**src/sv/rsip_pkg.sv**
```systemverilog
// Shared types and constants for the radix suffix integer parser.
// No dependencies.
`timescale 1ns / 1ps

package rsip_pkg;

  localparam int WORD_BITS_DEF = 32;
  localparam int OUT_BITS      = 32;
  localparam int QUEUE_DEPTH   = 2;

  typedef enum logic [3:0] {
    CL_OCT,
    CL_DEC89,
    CL_HEXL,
    CL_BLANK,
    CL_PLUS,
    CL_MINUS,
    CL_SUFX,
    CL_SUFQ,
    CL_OTHER
  } char_class_t;

  typedef struct packed {
    char_class_t cls;
    logic [3:0]  digit;
    logic        last;
  } char_item_t;

  typedef struct packed {
    logic       valid;
    char_item_t item;
  } push_t;

  typedef enum logic [1:0] {
    PH_LEAD,
    PH_SIGNED,
    PH_DIGITS,
    PH_TRAIL
  } scan_phase_t;

  typedef enum logic [1:0] {
    SUF_NONE,
    SUF_HEX,
    SUF_OCT
  } suffix_t;

  typedef enum logic [1:0] {
    RADIX_DEC = 2'd0,
    RADIX_HEX = 2'd1,
    RADIX_OCT = 2'd2
  } radix_t;

endpackage

```
**src/sv/rsip_if.sv**
```systemverilog
// Channel interfaces: character input and parse result output.
// Standalone; valid/ready handshake.
`timescale 1ns / 1ps

interface rsip_in_if;
  logic       valid;
  logic       ready;
  logic [7:0] char_code;
  logic       last_char;
  modport source (output valid, char_code, last_char, input ready);
  modport sink   (input valid, char_code, last_char, output ready);
endinterface

interface rsip_out_if;
  logic        valid;
  logic        ready;
  logic        parse_ok;
  logic [1:0]  radix_kind;
  logic signed [31:0] int_value;
  modport source (output valid, parse_ok, radix_kind, int_value, input ready);
  modport sink   (input valid, parse_ok, radix_kind, int_value, output ready);
endinterface

```
**src/sv/rsip_front.sv**
```systemverilog
// Front end: accepts characters and classifies them for the queue.
// Depends on rsip_pkg and rsip_in_if.
`timescale 1ns / 1ps

module rsip_front (
  rsip_in_if.sink         chars,
  input  logic            queue_full,
  output rsip_pkg::push_t push
);

  rsip_pkg::char_class_t cls;
  logic [3:0]            digit;
  logic [7:0]            c;

  assign c = chars.char_code;

  always_comb begin
    digit = 4'd0;
    unique case (c) inside
      [8'h30:8'h37]: begin
        cls   = rsip_pkg::CL_OCT;
        digit = c[3:0];
      end
      8'h38, 8'h39: begin
        cls   = rsip_pkg::CL_DEC89;
        digit = c[3:0];
      end
      [8'h41:8'h46], [8'h61:8'h66]: begin
        cls   = rsip_pkg::CL_HEXL;
        digit = c[3:0] + 4'd9;
      end
      [8'h09:8'h0d], 8'h20: cls = rsip_pkg::CL_BLANK;
      8'h2b:                cls = rsip_pkg::CL_PLUS;
      8'h2d:                cls = rsip_pkg::CL_MINUS;
      8'h58, 8'h78:         cls = rsip_pkg::CL_SUFX;
      8'h51, 8'h71:         cls = rsip_pkg::CL_SUFQ;
      default:              cls = rsip_pkg::CL_OTHER;
    endcase
  end

  assign chars.ready     = !queue_full;
  assign push.valid      = chars.valid && !queue_full;
  assign push.item.cls   = cls;
  assign push.item.digit = digit;
  assign push.item.last  = chars.last_char;

endmodule

```
**src/sv/rsip_queue.sv**
```systemverilog
// Short queue of classified characters between front and back end.
// Depends on rsip_pkg.
`timescale 1ns / 1ps

module rsip_queue (
  input  logic                 clk,
  input  logic                 rst,
  input  rsip_pkg::push_t      push,
  output logic                 full,
  output logic                 q_valid,
  output rsip_pkg::char_item_t q_item,
  input  logic                 pop
);

  localparam int DEPTH  = rsip_pkg::QUEUE_DEPTH;
  localparam int PTR_W  = (DEPTH > 1) ? $clog2(DEPTH) : 1;
  localparam int CNT_W  = $clog2(DEPTH + 1);
  localparam logic [PTR_W-1:0] PTR_LAST = PTR_W'(DEPTH - 1);
  localparam logic [CNT_W-1:0] CNT_FULL = CNT_W'(DEPTH);

  rsip_pkg::char_item_t mem [DEPTH];
  logic [PTR_W-1:0] wr_ptr, rd_ptr;
  logic [CNT_W-1:0] count;
  logic             do_push, do_pop;

  assign full    = (count == CNT_FULL);
  assign q_valid = (count != '0);
  assign q_item  = mem[rd_ptr];
  assign do_push = push.valid && !full;
  assign do_pop  = pop && q_valid;

  always_ff @(posedge clk) begin
    if (do_push) begin
      mem[wr_ptr] <= push.item;
    end
  end

  always_ff @(posedge clk) begin
    if (rst) begin
      wr_ptr <= '0;
      rd_ptr <= '0;
      count  <= '0;
    end else begin
      if (do_push) begin
        wr_ptr <= (wr_ptr == PTR_LAST) ? '0 : wr_ptr + 1'b1;
      end
      if (do_pop) begin
        rd_ptr <= (rd_ptr == PTR_LAST) ? '0 : rd_ptr + 1'b1;
      end
      case ({do_push, do_pop})
        2'b10:   count <= count + 1'b1;
        2'b01:   count <= count - 1'b1;
        default: count <= count;
      endcase
    end
  end

endmodule

```
**src/sv/rsip_back.sv**
```systemverilog
// Back end: scan state machine, parallel accumulators and result register.
// Depends on rsip_pkg and rsip_out_if.
`timescale 1ns / 1ps

module rsip_back #(
  parameter int WORD_BITS = rsip_pkg::WORD_BITS_DEF
) (
  input  logic                 clk,
  input  logic                 rst,
  input  logic                 q_valid,
  input  rsip_pkg::char_item_t q_item,
  output logic                 pop,
  rsip_out_if.source           results
);

  localparam int OB = rsip_pkg::OUT_BITS;

  rsip_pkg::scan_phase_t phase, phase_next;
  rsip_pkg::suffix_t     suffix_kind, suffix_kind_next;
  logic                  negative_sign, negative_sign_next;
  logic [WORD_BITS-1:0]  decimal_accum, decimal_accum_next;
  logic [WORD_BITS-1:0]  hex_accum, hex_accum_next;
  logic [WORD_BITS-1:0]  octal_accum, octal_accum_next;
  logic                  only_decimal_digits, only_decimal_digits_next;
  logic                  only_octal_digits, only_octal_digits_next;
  logic                  digit_seen, digit_seen_next;
  logic                  format_error, format_error_next;

  logic                  out_valid;
  logic                  parse_ok, parse_ok_next;
  rsip_pkg::radix_t      radix_kind, radix_kind_next;
  logic [OB-1:0]         int_value, int_value_next;

  logic                  is_digit, is_blank, take;
  logic [WORD_BITS-1:0]  d_ext, hex_step, dec_step, oct_step;
  logic [WORD_BITS-1:0]  sel_val;
  logic [WORD_BITS+OB-1:0] val_ext;
  logic                  ok;
  logic                  fire, fire_last;

  // accumulators carry the sign already: a negative literal subtracts each digit
  assign d_ext    = {{(WORD_BITS-4){1'b0}}, q_item.digit};
  assign hex_step = negative_sign ? (hex_accum << 4) - d_ext : (hex_accum << 4) + d_ext;
  assign dec_step = negative_sign ? (decimal_accum << 3) + (decimal_accum << 1) - d_ext
                                  : (decimal_accum << 3) + (decimal_accum << 1) + d_ext;
  assign oct_step = negative_sign ? (octal_accum << 3) - d_ext : (octal_accum << 3) + d_ext;

  assign is_digit = (q_item.cls == rsip_pkg::CL_OCT) || (q_item.cls == rsip_pkg::CL_DEC89)
                 || (q_item.cls == rsip_pkg::CL_HEXL);
  assign is_blank = (q_item.cls == rsip_pkg::CL_BLANK);

  assign pop       = q_valid && (!q_item.last || !out_valid || results.ready);
  assign fire      = pop;
  assign fire_last = pop && q_item.last;

  always_comb begin
    phase_next        = phase;
    suffix_kind_next  = suffix_kind;
    negative_sign_next = negative_sign;
    format_error_next = format_error;
    take              = 1'b0;
    if (!format_error) begin
      unique case (phase)
        rsip_pkg::PH_LEAD: begin
          if (q_item.cls == rsip_pkg::CL_PLUS || q_item.cls == rsip_pkg::CL_MINUS) begin
            negative_sign_next = (q_item.cls == rsip_pkg::CL_MINUS);
            phase_next         = rsip_pkg::PH_SIGNED;
          end else if (is_digit) begin
            take       = 1'b1;
            phase_next = rsip_pkg::PH_DIGITS;
          end else if (!is_blank) begin
            format_error_next = 1'b1;
          end
        end
        rsip_pkg::PH_SIGNED, rsip_pkg::PH_DIGITS: begin
          if (is_digit) begin
            take       = 1'b1;
            phase_next = rsip_pkg::PH_DIGITS;
          end else if (phase == rsip_pkg::PH_DIGITS && q_item.cls == rsip_pkg::CL_SUFX) begin
            suffix_kind_next = rsip_pkg::SUF_HEX;
            phase_next       = rsip_pkg::PH_TRAIL;
          end else if (phase == rsip_pkg::PH_DIGITS && q_item.cls == rsip_pkg::CL_SUFQ) begin
            suffix_kind_next = rsip_pkg::SUF_OCT;
            phase_next       = rsip_pkg::PH_TRAIL;
          end else if (phase == rsip_pkg::PH_DIGITS && is_blank) begin
            phase_next = rsip_pkg::PH_TRAIL;
          end else begin
            format_error_next = 1'b1;
          end
        end
        rsip_pkg::PH_TRAIL: begin
          if (!is_blank) format_error_next = 1'b1;
        end
        default: format_error_next = 1'b1;
      endcase
    end

    hex_accum_next           = hex_accum;
    decimal_accum_next       = decimal_accum;
    octal_accum_next         = octal_accum;
    only_decimal_digits_next = only_decimal_digits;
    only_octal_digits_next   = only_octal_digits;
    digit_seen_next          = digit_seen;
    if (take) begin
      hex_accum_next  = hex_step;
      digit_seen_next = 1'b1;
      case (q_item.cls)
        rsip_pkg::CL_OCT: begin
          decimal_accum_next = dec_step;
          octal_accum_next   = oct_step;
        end
        rsip_pkg::CL_DEC89: begin
          decimal_accum_next     = dec_step;
          only_octal_digits_next = 1'b0;
        end
        default: begin
          only_decimal_digits_next = 1'b0;
          only_octal_digits_next   = 1'b0;
        end
      endcase
    end

    ok              = 1'b0;
    radix_kind_next = rsip_pkg::RADIX_DEC;
    sel_val         = '0;
    if (!format_error_next && digit_seen_next) begin
      unique case (suffix_kind_next)
        rsip_pkg::SUF_HEX: begin
          ok              = 1'b1;
          radix_kind_next = rsip_pkg::RADIX_HEX;
          sel_val         = hex_accum_next;
        end
        rsip_pkg::SUF_OCT: begin
          if (only_octal_digits_next) begin
            ok              = 1'b1;
            radix_kind_next = rsip_pkg::RADIX_OCT;
            sel_val         = octal_accum_next;
          end
        end
        default: begin
          if (only_decimal_digits_next) begin
            ok      = 1'b1;
            sel_val = decimal_accum_next;
          end
        end
      endcase
    end
    parse_ok_next  = ok;
    val_ext        = {{OB{1'b0}}, sel_val};
    int_value_next = val_ext[OB-1:0];
  end

  always_ff @(posedge clk) begin
    if (rst || fire_last) begin
      phase               <= rsip_pkg::PH_LEAD;
      suffix_kind         <= rsip_pkg::SUF_NONE;
      negative_sign       <= 1'b0;
      decimal_accum       <= '0;
      hex_accum           <= '0;
      octal_accum         <= '0;
      only_decimal_digits <= 1'b1;
      only_octal_digits   <= 1'b1;
      digit_seen          <= 1'b0;
      format_error        <= 1'b0;
    end else if (fire) begin
      phase               <= phase_next;
      suffix_kind         <= suffix_kind_next;
      negative_sign       <= negative_sign_next;
      decimal_accum       <= decimal_accum_next;
      hex_accum           <= hex_accum_next;
      octal_accum         <= octal_accum_next;
      only_decimal_digits <= only_decimal_digits_next;
      only_octal_digits   <= only_octal_digits_next;
      digit_seen          <= digit_seen_next;
      format_error        <= format_error_next;
    end
  end

  always_ff @(posedge clk) begin
    if (rst) begin
      out_valid <= 1'b0;
    end else begin
      out_valid <= fire_last || (out_valid && !results.ready);
    end
  end

  always_ff @(posedge clk) begin
    if (fire_last) begin
      parse_ok   <= parse_ok_next;
      radix_kind <= radix_kind_next;
      int_value  <= int_value_next;
    end
  end

  assign results.valid      = out_valid;
  assign results.parse_ok   = parse_ok;
  assign results.radix_kind = radix_kind;
  assign results.int_value  = int_value;

endmodule

```
**src/sv/radix_suffix_integer_parser_top.sv**
```systemverilog
// Radix suffix integer parser: ASCII characters in, one parse result per string out.
// Channel chars (rsip_in_if.sink) carries char_code and last_char; channel results
// (rsip_out_if.source) carries parse_ok, radix_kind and int_value.
// Each transaction on chars is one character; the transaction with last_char set
// ends the string and produces exactly one transaction on results.
// Throughput: one character per cycle sustained while results is not stalled; the
// scan state machine and its decimal, hex and octal accumulators update once per
// popped queue entry. A final character is registered in the queue and then in the
// result register before its parse shows on results; it waits behind older entries.
// When results is stalled, the back end keeps taking non-final characters; a final
// character waits in the two-entry queue, and chars.ready drops once it is full.
// Reset (rst, synchronous, active high) empties the queue, drops results.valid and
// returns the scanner to the leading whitespace phase.
// Depends on rsip_pkg, rsip_if, rsip_front, rsip_queue and rsip_back.
`timescale 1ns / 1ps

module radix_suffix_integer_parser_top #(
  parameter int WORD_BITS = rsip_pkg::WORD_BITS_DEF
) (
  input  logic        clk,
  input  logic        rst,
  rsip_in_if.sink     chars,
  rsip_out_if.source  results
);

  rsip_pkg::push_t      push;
  rsip_pkg::char_item_t q_item;
  logic                 queue_full;
  logic                 q_valid;
  logic                 pop;

  rsip_front u_front (
    .chars      (chars),
    .queue_full (queue_full),
    .push       (push)
  );

  rsip_queue u_queue (
    .clk     (clk),
    .rst     (rst),
    .push    (push),
    .full    (queue_full),
    .q_valid (q_valid),
    .q_item  (q_item),
    .pop     (pop)
  );

  rsip_back #(
    .WORD_BITS (WORD_BITS)
  ) u_back (
    .clk     (clk),
    .rst     (rst),
    .q_valid (q_valid),
    .q_item  (q_item),
    .pop     (pop),
    .results (results)
  );

endmodule

```
**src/flat_wrapper.sv**
```systemverilog
// flat-port wrapper written by rule: the top's interface ports become plain ports
module radix_suffix_integer_parser_top_flat 
#(
  parameter int WORD_BITS = rsip_pkg::WORD_BITS_DEF
)
  (clk, rst, chars_valid, chars_char_code, chars_last_char, chars_ready, results_valid, results_parse_ok, results_radix_kind, results_int_value, results_ready);
  rsip_in_if chars_i ();
  rsip_out_if results_i ();
  input  logic clk;
  input  logic rst;
  input wire logic [$bits(chars_i.valid)-1:0] chars_valid;
  input wire logic [$bits(chars_i.char_code)-1:0] chars_char_code;
  input wire logic [$bits(chars_i.last_char)-1:0] chars_last_char;
  output wire logic [$bits(chars_i.ready)-1:0] chars_ready;
  output wire logic [$bits(results_i.valid)-1:0] results_valid;
  output wire logic [$bits(results_i.parse_ok)-1:0] results_parse_ok;
  output wire logic [$bits(results_i.radix_kind)-1:0] results_radix_kind;
  output wire logic [$bits(results_i.int_value)-1:0] results_int_value;
  input wire logic [$bits(results_i.ready)-1:0] results_ready;
  assign chars_i.valid = chars_valid;
  assign chars_i.char_code = chars_char_code;
  assign chars_i.last_char = chars_last_char;
  assign chars_ready = chars_i.ready;
  assign results_valid = results_i.valid;
  assign results_parse_ok = results_i.parse_ok;
  assign results_radix_kind = results_i.radix_kind;
  assign results_int_value = results_i.int_value;
  assign results_i.ready = results_ready;
  radix_suffix_integer_parser_top #(.WORD_BITS(WORD_BITS)) u_core (.clk(clk), .rst(rst), .chars(chars_i), .results(results_i));
endmodule
```
**config.mk**
```make
export PLATFORM = sky130hd
export DESIGN_NAME = radix_suffix_integer_parser_top_flat
export DESIGN_NICKNAME = d
export VERILOG_FILES = /design/src/sv/rsip_pkg.sv /design/src/sv/rsip_if.sv /design/src/sv/rsip_front.sv /design/src/sv/rsip_queue.sv /design/src/sv/rsip_back.sv /design/src/sv/radix_suffix_integer_parser_top.sv /design/src/flat_wrapper.sv
export SDC_FILE = /design/constraint.sdc
export NUM_CORES = 1
export LEC_CHECK = 0
export ABC_CLOCK_PERIOD_IN_PS = 4000
export CORE_MARGIN = 2
export CORE_UTILIZATION = 49
export CTS_BUF_LIST = sky130_fd_sc_hd__clkbuf_4 sky130_fd_sc_hd__clkbuf_8
export DETAILED_ROUTE_END_ITERATION = 8
export DONT_BUFFER_PORTS = 1
export GPL_TIMING_DRIVEN = 0
export PLACE_DENSITY = 0.64
export SETUP_SLACK_MARGIN = 0.1
export SLEW_MARGIN = 20
export SYNTH_ARGS = -nofsm -noshare
export SYNTH_HDL_FRONTEND = slang
export SYNTH_HIERARCHICAL = 1
export SYNTH_SLANG_ARGS = --single-unit
```
**constraint.sdc**
```tcl
create_clock -name clk -period 4 [get_ports clk]
set_input_delay 1 -clock clk [delete_from_list [all_inputs] [get_ports clk]]
set_output_delay 1 -clock clk [all_outputs]
set_load 0.02 [all_outputs]
```
==> results of run 1 <==
timing repair:
item,in CTS,in global routing
pin swaps,29,36
hold buffers,0,0
setup endpoints to repair,46,41
buffers inserted,30,28
gates resized for setup,81,98
area by class of cell:
| type | instances | area share, % |
|---|---|---|
| flip-flops and latches | 164 | 27.04 |
| multi-input cells | 1265 | 60.30 |
| well taps | 324 | 2.861 |
| plain buffers | 94 | 2.878 |
| clock inverters | 15 | 1.139 |
| repair buffers | 59 | 3.214 |
| clock buffers | 17 | 1.651 |
| inverters | 34 | 0.9182 |
synth_stat cells, types with 4 or more instances:
master    count
a31oi_1      19
o21ai_1       4
nor3_1       46
o21bai_1      4
o22ai_1      29
buf_2         6
dfxtp_1     111
xor2_1       41
nor2_1      233
o211ai_1     11
nor4bb_1      4
a21boi_0      6
nand2b_1     10
mux2i_1      18
nand2_1     146
nand3_1      48
mux2_2       10
a22oi_1       4
o21ai_0      85
nor2b_1      16
a221oi_1     11
a211oi_1     66
clkbuf_1     81
nor4_1       22
or2_2         7
nor4_2        4
nand3b_1      8
buf_1         7
edfxtp_1     53
and3_1       22
o21a_1        9
or3_1        21
xnor2_1      67
or4_1         8
nand4_1      15
o41ai_1       4
a222oi_1      8
a21o_1       12
a21oi_1     107
and2_1       22
ha_1         49
inv_1        33
critical path, stage by stage (launching register included):
cell,delay [ps]
dfxtp_2,340
buf_8,130
mux2_4,200
buf_6,100
inv_4,40
ha_4,150
nor3b_4,160
or4_4,430
nand2b_4,170
or2_4,270
or4_4,440
nor4_4,340
nand2_1,140
xor2_2,250
a211oi_2,120
o31a_1,280
a211o_1,270
stage by stage:
step                      cells  total power [mW]  setup TNS (ps)  area (um2)
after floorplan            1559             5.189               0       12160
after global placement     1883             6.248          -62160       12570
after detailed placement   1884             6.298           -6439       12590
after CTS                  1946             7.760         -0.6986       13560
after global routing       1972             8.638          -684.9       14170
final                      1972             8.141          -64.37       14170
routing by layer:
| layer | vias up | share of wire, % |
|---|---|---|
| met3 | 76 | 8.0 |
| met5 | - | 0 |
| met1 | 5909 | 43 |
| met4 | 0 | 2.7 |
| li1 | 5830 | - |
| met2 | 561 | 47 |
how the worst min path moves through the flow:
stage	startpoint	endpoint	slack, ps	cells past startpoint
5_1_grt	u_core/u_back/only_octal_digits	u_core/u_back/only_octal_digits	500	2
3_3_place_gp	u_core/u_back/suffix_kind[0]	u_core/u_back/suffix_kind[0]	440	2
3_5_place_dp	u_core/u_back/octal_accum[29]	u_core/u_back/octal_accum[29]	450	2
4_1_cts	u_core/u_back/octal_accum[29]	u_core/u_back/octal_accum[29]	460	2
2_1_floorplan	u_core/u_back/octal_accum[29]	u_core/u_back/octal_accum[29]	440	2
6_report	u_core/u_back/octal_accum[29]	u_core/u_back/octal_accum[29]	470	2
cell families (layout without fill, tap and decap cells):
group | count (synthesis) | in the layout | synth area share [%]
DFF | 164 | 164 | 31.42
adders and majority gates | 52 | 52 | 5.545
xor gates and xnor gates | 108 | 108 | 7.792
and+or+nand+nor | 660 | 660 | 26.48
AOI/OAI and AO/OA | 417 | 417 | 22.18
muxes | 28 | 28 | 2.412
buffers and inverters | 130 | 219 | 4.174
power groups by stage:
stage | clock (mW) | combinational [mW] | sequential, mW
after floorplan | 0 | 2.67 | 2.52
after global placement | 0 | 3.63 | 2.62
after detailed placement | 0 | 3.68 | 2.62
after CTS | 1.25 | 3.92 | 2.59
after global routing | 1.31 | 4.68 | 2.65
final | 1.22 | 4.31 | 2.60
registers in the layout (all words and copies together), names as in the netlist, 2 cells and up, named ones only:
register and flops:
u_core/u_back/results.radix_kind 2, u_core/u_back/decimal_accum 32, u_core/u_back/results.int_value 32, u_core/u_queue/count 2, u_core/u_back/suffix_kind 2, u_core/u_back/phase 2
u_core/u_queue/mem 18, u_core/u_back/hex_accum 32, u_core/u_back/octal_accum 32
==> results.tsv, run 1 <==
stage	metric	value	unit
yosys	syn-num-nets	1624	
status	run_status	finished with violations	
final_layout	seqCellArea	3831	um2
yosys	synth_edf_count	53	
die	coreArea	24320	um2
pwr	p_sw	4.081	mW
die	chipWidth	161.4	um
clock_tree	cts_made_buffers	17	
critical_path	worstSetupEndpointType	register	
timing	whs	474.1	ps
global_route	grtUsageTotal	30.80	%
critical_path	worst_ep_required_time	4220	ps
timing	relSlewSlack	38.97	%
yosys	synth_warnings	6	
yosys	syn_inst	1559	
yosys	netlist_area	12140	um2
yosys	synth_ff_type	dfxtp_1	
critical_path	path_max_fanout	8	
pwr	irDropWorstVdd	0.3194	mV
global_route	busiest_layer	met2	
drt	wire_per_inst	20.77	um
critical_path	endpoint	u_core/u_back/results.int_value[30]	
critical_path	path_class	reg -> reg	
critical_path	r2r-end	u_core/u_back/results.int_value[30]	
pwr	p_int	4.060	mW
timing	worstMarginPinSlew	907.1	ps
final_layout	syn2layout_area_growth	16.74	%
yosys	avgSynthCellArea	7.786	um2
clock_tree	cts_tree	done	
critical_path	cp_data_arrival_time	4280	ps
global_route	use_met2	50.10	%
timing	min_period_over_period	101.6	%
clock_tree	clk_pin_slew_worst_paths	100	ps
placed_design	place_ws	-527.1	ps
die	ios	50	
drt	ant_nets	0	
placed_design	gp_congestion	0.9641	
drt	via_per_inst	6.276	
die	start_util	49.92	%
timing	fin_crit	4064	ps
drt	first_pass_iters	6	
pwr	p_leak	5.066	nW
clock_tree	htree_levels	4	
timing	fmax	246.0	MHz
die	rows	57	
final_layout	fill_cells	2251	
critical_path	reg2reg_slack	-60	ps
worst_hold_path	min_path_type	reg -> reg	
yosys	synth_top_area_cell	dfxtp_1	
final_layout	antenna_cells	0	
die	die-area	26050	um2
global_route	overflow	0	
timing	fin_ws	-64.37	ps
pwr	clockPowerShare	15.0	%
yosys	netlist.area_leader.share	18.31	%
final_layout	layout-drive-gt1-share	15.78	%
drt	vias	12380	
global_route	grt_pass1_vias	11160	
pwr	p_sw_share	50.13	%
critical_path	reg2reg_depth	16	
status	violations	setup timing	
timing	slew_viol_final	0	
clock_tree	clock-sinks	164	
pwr	pwr-share-seq	32.0	%
yosys	yosysSeqAreaShare	31.42	%
global_route	gr-usage-met3	4.700	%
timing	final_hold_viol_count	0	
drt	drcViolationCount	0	
final_layout	final_nets	1700	
final_layout	multi_input_area	8546	um2
global_route	antenna_found_initial	0	
placed_design	port_buffers	0	
yosys	async_reset_ff_share	0	%
critical_path	cp-start-kind	register	
global_route	grt_pass1_wl	62.76	mm
pwr	power.density	574.5	nW/um2
yosys	yosys-top-cells-area	dfxtp_1, edfxtp_1, nor2_1	
yosys	synth-seq-cells	164	
drt	drt_iter0_markers	1294	
global_route	use_met1	42.18	%
clock_tree	clk-insertion-delay-late	480	ps
global_route	grt_max_degree	31	
final_layout	final_cell_mix	nor2_1, nand2_1, dfxtp_1, a21oi_1, o21ai_0	
pwr	combPwrFrac	53.0	%
yosys	synth_cell_types	82	
final_layout	finalCoreUtilization	58.27	%
job	drv_cap	0	
die	die_h	161.4	um
timing	rsz0062_at_grt	true	
placed_design	place_hpwl	30.28	mm
timing	clock_skew	24.64	ps
final_layout	final_common_cell	nor2_1	
clock_tree	clockBufferDepth	2	
drt	wl	40.97	mm
clock_tree	clockRootBuffer	clkbuf_8	
timing	setup_violations	1	
No activity file was read; power rests on OpenSTA's default activity.
==> run 2: changes to the inputs <==
--- a/config.mk
+++ b/config.mk
@@ -12,7 +12,7 @@
 export DETAILED_ROUTE_END_ITERATION = 8
 export DONT_BUFFER_PORTS = 1
 export GPL_TIMING_DRIVEN = 0
-export PLACE_DENSITY = 0.64
+export PLACE_DENSITY = 0.66
 export SETUP_SLACK_MARGIN = 0.1
 export SLEW_MARGIN = 20
 export SYNTH_ARGS = -nofsm -noshare
==> results.tsv, run 2 (synthesized netlist as in run 1, its figures left out) <==
stage	metric	value	unit	change
final_layout	fin_cells	1965		-0.35%
critical_path	worst_ep_required_time	4220	ps	about the same
critical_path	reg2reg_slack	-30	ps	+40 ps
worst_hold_path	min_path_cells	2		unchanged
worst_hold_path	min-delay-start	u_core/u_back/suffix_kind[0]		
placed_design	place_hpwl	30.30	mm	about the same
final_layout	layout-drive-gt1-share	15.97	%	+0.19 points
die	rows	57		unchanged
drt	wire_per_inst	21.27	um	+2.4%
status	violations	setup timing		
drt	wl	41.79	mm	+2.0%
drt	vias	12380		+0.024%
critical_path	cp-start-kind	register		
clock_tree	cts_tree	done		
drt	ant_nets	0		unchanged
critical_path	cpPeakStageDelay	510	ps	+70 ps
placed_design	gp_congestion	0.9746		+1.1%
critical_path	path_class	reg -> reg		
pwr	p_leak	5.077	nW	+0.22%
final_layout	final_nets	1693		-0.41%
final_layout	fill_cells	2209		-1.9%
final_layout	antenna_cells	0		unchanged
drt	first_pass_iters	8		+2
pwr	irDropWorstVdd	0.2770	mV	-13%
drt	drcViolationCount	0		unchanged
timing	slew_viol_final	0		unchanged
die	chipWidth	161.4	um	unchanged
clock_tree	clk-insertion-delay-late	480	ps	about the same
critical_path	path_buf_inv	3		unchanged
timing	fmax	248.4	MHz	+0.97%
die	ios	50		unchanged
timing	min_period_over_period	100.6	%	-0.97 points
timing	fin_ws	-25.51	ps	+38.86 ps
critical_path	cp_top_family	simple AND/OR/NAND/NOR gates		
clock_tree	htree_levels	4		unchanged
timing	fin_crit	4026	ps	-38.86 ps
timing	rsz0062_at_grt	true		
critical_path	path_max_fanout	6		-2
global_route	grt_pass1_wl	63.56	mm	+1.3%
job	drv_cap	0		unchanged
clock_tree	clock-sinks	164		unchanged
timing	final_hold_viol_count	0		unchanged
clock_tree	cts_hold_buf	0		unchanged
final_layout	final_common_cell	nor2_1		
die	die-area	26050	um2	unchanged
global_route	grt_pass1_vias	11300		+1.3%
critical_path	cp_data_arrival_time	4240	ps	-40 ps
timing	relSlewSlack	38.41	%	-0.56 points
critical_path	cp_cell_sequence	buf_6 -> mux2_4 -> buf_6 -> inv_4 -> ha_4 -> nor3b_4 -> or4_4 -> nand2b_4 -> or2_1 -> or4_4 -> nor4_4 -> nand2_1 -> xor2_2 -> a211oi_2 -> o31a_1 -> a211o_1		
worst_hold_path	min_path_type	reg -> reg		
critical_path	r2r-end	u_core/u_back/results.int_value[30]		
timing	setup_violations	1		unchanged
clock_tree	cts_made_buffers	17		unchanged
drt	via_per_inst	6.300		+0.38%
clock_tree	clockRootBuffer	clkbuf_8		
clock_tree	clockBufferDepth	2		unchanged
timing	clock_skew	21.66	ps	-2.982 ps
global_route	antenna_found_initial	0		unchanged
final_layout	syn2layout_area_growth	17.83	%	
global_route	overflow	0		unchanged
placed_design	place_inst	1884		unchanged
critical_path	slowest_stage	or4_4		
pwr	power.density	580.1	nW/um2	+0.98%
placed_design	port_buffers	0		unchanged
placed_design	place_ws	-548.6	ps	-21.50 ps
status	run_status	finished with violations		
global_route	grtUsageTotal	31.27	%	+0.47 points
die	die_h	161.4	um	unchanged
critical_path	reg2reg_depth	16		unchanged
timing	worstMarginPinSlew	914.2	ps	+7.091 ps
final_layout	final_cell_mix	nor2_1, nand2_1, dfxtp_1, a21oi_1, o21ai_0		
die	coreArea	24320	um2	unchanged
clock_tree	clk_pin_slew_worst_paths	110	ps	about the same
die	start_util	49.92	%	unchanged
global_route	grt_max_degree	27		-13%
critical_path	worstSetupEndpointType	register		
drt	drt_iter0_markers	1370		+5.9%
worst_hold_path	hold_end	u_core/u_back/suffix_kind[0]		
-- run 2: cell types whose count changed in the layout (fill, tap and decap cells not counted), moves of 3 or more --
cell       previous run  this run
bufinv_16             0         4
clkinv_8              4         0
nor2_1              226       223
a211oi_2              1         4
a211oi_1             64        61
clkbuf_1             65        62
dfxtp_1             101       104
dfxtp_2               8         5
xor2_2               11         8
buf_4                59        50
o21ai_1               7        10
buf_6                 2         6
-- run 2: per-stage QoR --
step | hold WS (ps) | instance area (um2) | util [%] | total power, mW | setup TNS, ps
6_report | 470.3 | 14300 | 58.82 | 8.298 | -25.51
5_1_grt | 490.7 | 14300 | 58.82 | 8.782 | -992.8
4_1_cts | 467.9 | 13590 | 55.89 | 7.955 | 0
3_5_place_dp | 454.6 | 12600 | 51.79 | 6.303 | -5677
3_3_place_gp | 443.2 | 12570 | 51.67 | 6.227 | -58330
2_1_floorplan | 436.6 | 12160 | - | 5.189 | 0
-- run 2: worst max path at each step --
stage / slack (ps) / cells after the start / endpoint
after floorplan: 100 / 16 / u_core/u_back/results.int_value[30]
after global placement: -960 / 9 / u_core/u_back/decimal_accum[0]
after detailed placement: -550 / 16 / u_core/u_back/results.int_value[30]
after CTS: 30 / 16 / u_core/u_back/results.int_value[30]
after global routing: -190 / 17 / u_core/u_back/results.int_value[24]
final: -30 / 16 / u_core/u_back/results.int_value[30]
-- run 2: layout make-up --
type | instances | area [um2] | area share, %
well taps | 324 | 405.4 | 2.834
clock buffers | 18 | 241.5 | 1.688
repair buffers | 52 | 415.4 | 2.904
flip-flops and latches | 164 | 3827 | 26.76
plain buffers | 94 | 419.2 | 2.930
multi-input cells | 1265 | 8652 | 60.49
clock inverters | 14 | 212.7 | 1.487
inverters | 34 | 130.1 | 0.9097
-- run 2: where the power goes --
group	internal, mW	switching, mW	total (mW)
clock network	0.711	0.710	1.42
logic	1.39	2.88	4.27
registers	2.15	0.449	2.60
total	4.26	4.04	8.30
-- run 2: what timing repair did --
action | 4_1_cts | 5_1_grt
setup endpoints to repair | 47 | 56
setup buffers | 27 | 26
gates resized for setup | 80 | 131
pin swaps | 30 | 32
-- run 2: per-layer routing --
layer | share of wire (%) | global-route usage, %
met3 | 8.5 | 5.521
met2 | 46 | 50.31
met5 | 0 | 0
met1 | 42 | 41.79
met4 | 3.6 | 12.46
-- run 2: worst register-to-register path: cells and delay by family (launching register included) --
family	cells	cell delay (ps)
compound gates	3	680
buf+inv	3	250
fa+ha+maj	1	150
flops	1	330
xor+xnor	1	250
simple gates	7	1880
mux	1	210
